### src/rtl/core/lssd_pkg.sv
// Package for the lidar side selector with debounce.
// Widths, limits and configuration register indexes; no dependencies.
`default_nettype none

package lssd_pkg;

    localparam int MAX_BEAMS = 1024;

    localparam int RANGE_W = 16;
    localparam int IDX_W   = 10;
    localparam int CNT_W   = 11;
    localparam int SUM_W   = 26;
    localparam int RUN_W   = 4;
    localparam int PROD_W  = SUM_W + CNT_W;
    localparam int CFG_W   = 16;
    localparam int CFG_A_W = 3;

    localparam logic [SUM_W-1:0] SUM_MAX = '1;
    localparam logic [CNT_W-1:0] CNT_MAX = '1;
    localparam logic [RUN_W-1:0] RUN_MAX = 4'd15;

    typedef enum logic [CFG_A_W-1:0] {
        CFG_RIGHT_FIRST = 3'd0,
        CFG_RIGHT_COUNT = 3'd1,
        CFG_LEFT_FIRST  = 3'd2,
        CFG_LEFT_COUNT  = 3'd3,
        CFG_RANGE_MIN   = 3'd4,
        CFG_RANGE_MAX   = 3'd5,
        CFG_THRESHOLD   = 3'd6
    } t_cfg_idx;

endpackage

`default_nettype wire

### src/rtl/core/lidar_side_select_debounce.sv
// Lidar side selector with debounce: window accumulation, decision, run counter.
// Depends on lssd_pkg.
//
// One beam word is taken per clock cycle, with no gaps, for as long as the
// result side keeps up. Each beam whose index falls in the right or left
// window and whose range lies strictly between the range limits is added to
// that window's sum and count. The word flagged last_beam closes the scan:
// its result passes from the input register through the accumulate/snapshot
// stage and the cross-multiply stage to the decision register, which holds
// the result word. Accumulators clear as the scan closes, so the next scan's
// first beam may follow directly. Only a stalled result register holds back
// the pipeline. The user must write configuration only while the block is
// idle; the block itself does not enforce this.
`default_nettype none

module lidar_side_select_debounce (
    input  wire                                i_clk,
    input  wire                                i_rst_n,
    input  wire                                i_cfg_we,
    input  wire [lssd_pkg::CFG_A_W-1:0]        i_cfg_idx,
    input  wire [lssd_pkg::CFG_W-1:0]          i_cfg_data,
    input  wire                                i_in_valid,
    output logic                               o_in_ready,
    input  wire [lssd_pkg::RANGE_W-1:0]        i_range_mm,
    input  wire [lssd_pkg::IDX_W-1:0]          i_beam_index,
    input  wire                                i_last_beam,
    output logic                               o_out_valid,
    input  wire                                i_out_ready,
    output logic                               o_decided_side,
    output logic                               o_follow_side,
    output logic                               o_mode_changed,
    output logic [lssd_pkg::RUN_W-1:0]         o_run_length
);
    import lssd_pkg::*;

    localparam int BIDX_W = $clog2(MAX_BEAMS + 1) + 1;

    // configuration
    logic [IDX_W-1:0]   r_cfg_rfirst, r_cfg_lfirst;
    logic [CNT_W-1:0]   r_cfg_rcount, r_cfg_lcount;
    logic [RANGE_W-1:0] r_cfg_min, r_cfg_max;
    logic [RUN_W-1:0]   r_cfg_thr;

    // stage A: input register
    logic               r_a_v, r_a_hit_r, r_a_hit_l, r_a_last;
    logic [RANGE_W-1:0] r_a_range;

    // accumulators
    logic [SUM_W-1:0]   r_rsum, r_lsum;
    logic [CNT_W-1:0]   r_rcnt, r_lcnt;

    // stage S: closed scan snapshot
    logic               r_s_v;
    logic [SUM_W-1:0]   r_s_rsum, r_s_lsum;
    logic [CNT_W-1:0]   r_s_rcnt, r_s_lcnt;

    // stage M: products
    logic               r_m_v, r_m_nonempty;
    logic [PROD_W-1:0]  r_m_lprod, r_m_rprod;

    // decision state
    logic               r_run_side, r_follow, r_side_chosen;
    logic [RUN_W-1:0]   r_run_cnt;
    logic               n_run_side, n_follow, n_side_chosen, n_changed;
    logic [RUN_W-1:0]   n_run_cnt;

    // result register
    logic               r_o_v, r_o_dec, r_o_follow, r_o_changed;
    logic [RUN_W-1:0]   r_o_run;

    logic o_free, m_free, s_free, a_move, a_free, s_move, m_move, in_fire;
    logic idx_ok, range_ok, hit_r, hit_l, dec;
    logic [SUM_W:0]   acc_rsum_w, acc_lsum_w;
    logic [SUM_W-1:0] acc_rsum, acc_lsum;
    logic [CNT_W-1:0] acc_rcnt, acc_lcnt;
    logic [IDX_W+1:0] idx_x, rend, lend;

    // flow control
    assign o_free  = !r_o_v || i_out_ready;
    assign m_move  = r_m_v && o_free;
    assign m_free  = !r_m_v || o_free;
    assign s_move  = r_s_v && m_free;
    assign s_free  = !r_s_v || m_free;
    assign a_move  = r_a_v && (!r_a_last || s_free);
    assign a_free  = !r_a_v || a_move;
    assign in_fire = i_in_valid && a_free;
    assign o_in_ready = a_free;

    // window and range test on the incoming word
    assign idx_x    = {2'b00, i_beam_index};
    assign rend     = {2'b00, r_cfg_rfirst} + {1'b0, r_cfg_rcount};
    assign lend     = {2'b00, r_cfg_lfirst} + {1'b0, r_cfg_lcount};
    assign idx_ok   = BIDX_W'(i_beam_index) < BIDX_W'(MAX_BEAMS);
    assign range_ok = (i_range_mm > r_cfg_min) && (i_range_mm < r_cfg_max);
    assign hit_r    = range_ok && idx_ok && (i_beam_index >= r_cfg_rfirst) && (idx_x < rend);
    assign hit_l    = range_ok && idx_ok && (i_beam_index >= r_cfg_lfirst) && (idx_x < lend);

    always_ff @(posedge i_clk) begin
        if (!i_rst_n) begin
            r_cfg_rfirst <= '0;
            r_cfg_rcount <= '0;
            r_cfg_lfirst <= '0;
            r_cfg_lcount <= '0;
            r_cfg_min    <= '0;
            r_cfg_max    <= '1;
            r_cfg_thr    <= RUN_MAX;
        end else if (i_cfg_we) begin
            case (t_cfg_idx'(i_cfg_idx))
                CFG_RIGHT_FIRST: r_cfg_rfirst <= i_cfg_data[IDX_W-1:0];
                CFG_RIGHT_COUNT: r_cfg_rcount <= i_cfg_data[CNT_W-1:0];
                CFG_LEFT_FIRST:  r_cfg_lfirst <= i_cfg_data[IDX_W-1:0];
                CFG_LEFT_COUNT:  r_cfg_lcount <= i_cfg_data[CNT_W-1:0];
                CFG_RANGE_MIN:   r_cfg_min    <= i_cfg_data[RANGE_W-1:0];
                CFG_RANGE_MAX:   r_cfg_max    <= i_cfg_data[RANGE_W-1:0];
                CFG_THRESHOLD:   r_cfg_thr    <= i_cfg_data[RUN_W-1:0];
                default: ;
            endcase
        end
    end

    // stage A
    always_ff @(posedge i_clk) begin
        if (!i_rst_n) begin
            r_a_v <= 1'b0;
        end else if (a_free) begin
            r_a_v <= i_in_valid;
        end
    end

    always_ff @(posedge i_clk) begin
        if (in_fire) begin
            r_a_range <= i_range_mm;
            r_a_hit_r <= hit_r;
            r_a_hit_l <= hit_l;
            r_a_last  <= i_last_beam;
        end
    end

    // saturating accumulate
    assign acc_rsum_w = {1'b0, r_rsum} + (SUM_W+1)'(r_a_range);
    assign acc_lsum_w = {1'b0, r_lsum} + (SUM_W+1)'(r_a_range);

    always_comb begin
        acc_rsum = r_rsum;
        acc_rcnt = r_rcnt;
        acc_lsum = r_lsum;
        acc_lcnt = r_lcnt;
        if (r_a_hit_r) begin
            acc_rsum = acc_rsum_w[SUM_W] ? SUM_MAX : acc_rsum_w[SUM_W-1:0];
            acc_rcnt = (r_rcnt == CNT_MAX) ? r_rcnt : r_rcnt + 1'b1;
        end
        if (r_a_hit_l) begin
            acc_lsum = acc_lsum_w[SUM_W] ? SUM_MAX : acc_lsum_w[SUM_W-1:0];
            acc_lcnt = (r_lcnt == CNT_MAX) ? r_lcnt : r_lcnt + 1'b1;
        end
    end

    always_ff @(posedge i_clk) begin
        if (!i_rst_n) begin
            r_rsum <= '0;
            r_lsum <= '0;
            r_rcnt <= '0;
            r_lcnt <= '0;
        end else if (a_move) begin
            if (r_a_last) begin
                r_rsum <= '0;
                r_lsum <= '0;
                r_rcnt <= '0;
                r_lcnt <= '0;
            end else begin
                r_rsum <= acc_rsum;
                r_lsum <= acc_lsum;
                r_rcnt <= acc_rcnt;
                r_lcnt <= acc_lcnt;
            end
        end
    end

    // stage S
    always_ff @(posedge i_clk) begin
        if (!i_rst_n) begin
            r_s_v <= 1'b0;
        end else if (s_free) begin
            r_s_v <= a_move && r_a_last;
        end
    end

    always_ff @(posedge i_clk) begin
        if (a_move && r_a_last) begin
            r_s_rsum <= acc_rsum;
            r_s_lsum <= acc_lsum;
            r_s_rcnt <= acc_rcnt;
            r_s_lcnt <= acc_lcnt;
        end
    end

    // stage M: cross-multiply
    always_ff @(posedge i_clk) begin
        if (!i_rst_n) begin
            r_m_v <= 1'b0;
        end else if (m_free) begin
            r_m_v <= s_move;
        end
    end

    always_ff @(posedge i_clk) begin
        if (s_move) begin
            r_m_lprod    <= PROD_W'(r_s_lsum) * PROD_W'(r_s_rcnt);
            r_m_rprod    <= PROD_W'(r_s_rsum) * PROD_W'(r_s_lcnt);
            r_m_nonempty <= (r_s_rcnt != '0) && (r_s_lcnt != '0);
        end
    end

    // decision and debounce
    assign dec = r_m_nonempty && (r_m_lprod > r_m_rprod);

    always_comb begin
        n_run_side    = r_run_side;
        n_run_cnt     = r_run_cnt;
        n_follow      = r_follow;
        n_side_chosen = r_side_chosen;
        n_changed     = 1'b0;
        if (!r_side_chosen) begin
            n_run_side    = dec;
            n_run_cnt     = RUN_W'(1);
            n_follow      = dec;
            n_side_chosen = 1'b1;
            n_changed     = 1'b1;
        end else begin
            if (r_run_cnt == '0 || r_run_side != dec) begin
                n_run_side = dec;
                n_run_cnt  = RUN_W'(1);
            end else if (r_run_cnt < RUN_MAX) begin
                n_run_cnt = r_run_cnt + 1'b1;
            end
            if (n_run_cnt >= r_cfg_thr && r_follow != dec) begin
                n_follow  = dec;
                n_changed = 1'b1;
            end
        end
    end

    always_ff @(posedge i_clk) begin
        if (!i_rst_n) begin
            r_run_side    <= 1'b0;
            r_run_cnt     <= '0;
            r_follow      <= 1'b0;
            r_side_chosen <= 1'b0;
            r_o_v         <= 1'b0;
        end else begin
            if (o_free) begin
                r_o_v <= m_move;
            end
            if (m_move) begin
                r_run_side    <= n_run_side;
                r_run_cnt     <= n_run_cnt;
                r_follow      <= n_follow;
                r_side_chosen <= n_side_chosen;
            end
        end
    end

    always_ff @(posedge i_clk) begin
        if (m_move) begin
            r_o_dec     <= dec;
            r_o_follow  <= n_follow;
            r_o_changed <= n_changed;
            r_o_run     <= n_run_cnt;
        end
    end

    assign o_out_valid    = r_o_v;
    assign o_decided_side = r_o_dec;
    assign o_follow_side  = r_o_follow;
    assign o_mode_changed = r_o_changed;
    assign o_run_length   = r_o_run;

    a_run_nonzero: assert property (@(posedge i_clk) disable iff (!i_rst_n)
        r_side_chosen |-> r_run_cnt != '0)
        else $error("run counter zero after side chosen");

    a_out_after_choice: assert property (@(posedge i_clk) disable iff (!i_rst_n)
        r_o_v |-> r_side_chosen)
        else $error("result without a chosen side");

    a_change_follows_dec: assert property (@(posedge i_clk) disable iff (!i_rst_n)
        r_o_v && r_o_changed |-> r_o_follow == r_o_dec)
        else $error("followed side changed away from decision");

    a_snapshot_held: assert property (@(posedge i_clk) disable iff (!i_rst_n)
        r_s_v && !m_free |=> r_s_v && $stable(r_s_rsum) && $stable(r_s_lcnt))
        else $error("snapshot lost while stalled");

endmodule

`default_nettype wire
### config.mk
export PLATFORM = sky130hd
export DESIGN_NAME = lidar_side_select_debounce
export DESIGN_NICKNAME = d
export VERILOG_FILES = /design/src/rtl/core/lssd_pkg.sv /design/src/rtl/core/lidar_side_select_debounce.sv
export SDC_FILE = /design/constraint.sdc
export NUM_CORES = 2
export LEC_CHECK = 0
export BUFFER_PORTS_ARGS = -buffer_cell sky130_fd_sc_hd__buf_2
export CAP_MARGIN = 10
export CORE_ASPECT_RATIO = 1.2
export CORE_UTILIZATION = 55
export DETAILED_ROUTE_END_ITERATION = 6
export PLACE_DENSITY = 0.68
export SYNTH_ARGS = -nofsm -noshare
export SYNTH_HDL_FRONTEND = slang
export SYNTH_SLANG_ARGS = --single-unit
export TNS_END_PERCENT = 50
### constraint.sdc
create_clock -name i_clk -period 14.5 [get_ports i_clk]
set_input_delay 2.9 -clock i_clk [delete_from_list [all_inputs] [get_ports i_clk]]
set_output_delay 2.9 -clock i_clk [all_outputs]
set_load 0.05 [all_outputs]
==> flow_summary.json <==
{
  "setup_violations": 0,
  "fin_util_pct": 59.0,
  "async_flop_share_pct": 0,
  "cts_sinks": 338,
  "clk_latency_ns": 0.57,
  "die_y_um": 280,
  "reg2reg_from": "r_s_lcnt[3]",
  "hold_class": "reg -> reg",
  "setup_tns_ns": 0,
  "rsz0062_at_grt": "no",
  "num_rows": 101,
  "via_count": 26000,
  "dp_hpwl_um": 65400,
  "cts_tree": "yes",
  "worstPathRequired_ns": 11.60,
  "r2r-end": "r_m_rprod[25]",
  "io_buffers": 59,
  "hold_depth": 2,
  "postCtsResizedCells": 0,
  "crit_path_end_kind": "output port",
  "grt_first_pass_wirelength_um": 138000,
  "wl_per_cell_um": 18.4,
  "grt_remaining_overflow": 0,
  "post-route-period-util_pct": 48.2,
  "num_antenna_cells": 0,
  "min_from": "r_cfg_min[7]",
  "fin_skew_ns": 0.0245,
  "viasPerCell": 5.64,
  "timing.fmax_mhz": 143,
  "clockBufferDepth": 3,
  "synthFlopType": "edfxtp_1",
  "cts-root-buf": "clkbuf_16",
  "drt-total-wl_um": 84900,
  "period_needed_ns": 6.99,
  "power_density_nw_per_um2": 70.7,
  "yosys_warnings": 0,
  "rr_worst_depth": 18,
  "cts_buffers": 39,
  "h-tree-depth": 2,
  "drtPass1Iterations": 5,
  "dieArea_um2": 65200,
  "num_io_pins": 60,
  "maxSlewHeadroom_pct": 22.3,
  "ctsHoldBuffers": 0,
  "cp-startpoint": "i_out_ready",
  "cts.reportedPaths.clkPinSlew_ns": 0.07,
  "track_usage_pct": 27.0,
  "crit_path_max_fanout": 6,
  "max-cap-violations": 0,
  "n_fill_cell": 5718,
  "antenna_found_initial": 0,
  "leakagePower_uw": 0.0170,
  "peakVddDrop_mv": 0.103,
  "yosys_register_bits": 338,
  "syn-num-nets": 4597,
  "syn_inst": 3796,
  "syn_avg_cell_area_um2": 9.31,
  "synth_seq_area_share_pct": 24.1,
  "drt_iter0_drc": 1223,
  "synth.distinct_cells": 99,
  "status": "finished clean",
  "cp_data_arrival_time_ns": 4.09,
  "core_um2": 63400,
  "hold_violations": 0,
  "grt_max_degree": 93,
  "r2r_slack_ns": 8.07,
  "initial_utilization_pct": 55.7,
  "synth_edf_count": 175,
  "drive_gt1_share_pct": 5.74,
  "drc": 0,
  "final_cell_mix": "nand2_1, inv_1, fa_1",
  "syn_area_um2": 35300,
  "slew_violations": 0,
  "cp-start-kind": "input port",
  "syn_to_final_growth_pct": 6.01,
  "grt_pass1_vias": 26700,
  "final_common_cell": "nand2_1",
  "fp.dieW_um": 233,
  "worstSetupPathType": "in -> out",
  "whs_endpoint": "r_cfg_min[7]",
  "place.gp.congestion": 0.895,
  "worstMarginPinSlew_ns": 1.16,
  "cts_setup_buffers": 0,
  "finalNetCount": 4551,
  "ant_nets": 0
}
-- flip-flops by register name, summed over array words and instances, names as in the netlist, 10 cells and up --
signal / count
r_m_rprod: 37
r_s_lcnt: 11
r_s_lsum: 26
r_cfg_rcount: 11
r_a_range: 16
r_rcnt: 11
r_cfg_lcount: 11
r_s_rcnt: 11
r_cfg_rfirst: 10
r_lsum: 26
r_s_rsum: 26
r_cfg_max: 16
r_cfg_min: 16
r_cfg_lfirst: 10
r_rsum: 26
r_m_lprod: 37
r_lcnt: 11
-- critical path: stages --
cell	delay, ns
buf_2	0.10
nor2b_1	0.37
and3_1	0.29
nand3_1	0.15
buf_2	0.28
-- routing by layer --
layer / global-route usage (%) / vias up / part of all wire [%]
li1: - / 12400 / -
met1: 33.6 / 12800 / 41
met2: 48.4 / 691 / 51
met3: 3.28 / 146 / 5.3
met4: 8.35 / 0 / 2.8
met5: 0 / - / 0
-- worst max path at each step --
stage,endpoint,cells after the start
after global placement,o_in_ready,5
after CTS,o_in_ready,5
after floorplan,r_m_lprod[0],2
final,o_in_ready,5
after global routing,o_in_ready,5
after detailed placement,o_in_ready,5
-- report_power, final --
part / leakage, uW / total (uW) / switching, uW / internal [uW]
sequential: 0.00304 / 1090 / 36.0 / 1050
combinational: 0.0133 / 595 / 358 / 237
clock: 0.000599 / 967 / 431 / 537
-- final cells by class --
| class | instances | area, um2 | share of cell area [%] |
|---|---|---|---|
| multi-input combinational | 2786 | 24300 | 64.8 |
| inverter | 497 | 1870 | 4.98 |
| clock buffer | 43 | 1020 | 2.73 |
| timing repair buffer | 88 | 515 | 1.38 |
| sequential | 338 | 8520 | 22.7 |
| tap | 824 | 1030 | 2.75 |
| clock inverter | 29 | 228 | 0.608 |
-- cell families after synthesis --
| group | after synthesis | synth area share, % |
|---|---|---|
| muxes | 12 | 0.365 |
| AOI/OAI and AO/OA | 660 | 12.8 |
| DFF | 338 | 24.1 |
| xor gates and xnor gates | 123 | 3.05 |
| adders and majority gates | 750 | 35.8 |
| and+or+nand+nor | 1241 | 16.6 |
| buffers and inverters | 672 | 7.25 |
-- metrics by stage --
step	power (uW)	area [um2]	hold WS (ns)	cells	setup slack, ns
finish	2650	37400	0.467	4605	7.51
global route	2780	37400	0.482	4605	7.43
CTS	2670	37400	0.467	4605	7.53
detailed placement	1700	36200	0.458	4533	7.54
global placement	1690	36200	0.454	4533	7.57
floorplan	1530	35300	0.443	3796	5.44
-- cell usage after synthesis (all sizes together), types with 14 or more instances --
library cell | instances | area share [%]
a21oi | 165 | 2.5
a21o | 68 | 1.4
nand2 | 618 | 6.6
a22o | 16 | 0.40
a211oi | 23 | 0.57
nor2 | 144 | 1.6
buf | 14 | 0.25
nand3 | 53 | 0.78
ha | 316 | 11
nor2b | 41 | 0.73
nor3 | 39 | 0.58
fa | 434 | 25
a21boi | 79 | 1.7
edfxtp | 175 | 15
clkbuf | 161 | 1.7
inv | 496 | 5.3
nand2b | 28 | 0.54
nand4 | 30 | 0.53
and3 | 22 | 0.39
a31oi | 24 | 0.44
dfxtp | 163 | 9.2
o21bai | 17 | 0.39
xnor2 | 96 | 2.4
o211ai | 26 | 0.60
and2 | 221 | 3.9
o21ai | 106 | 1.5
a22oi | 16 | 0.34
xor2 | 27 | 0.67
o21a | 38 | 0.81
Note: power is estimated with default switching activity, not from simulation.
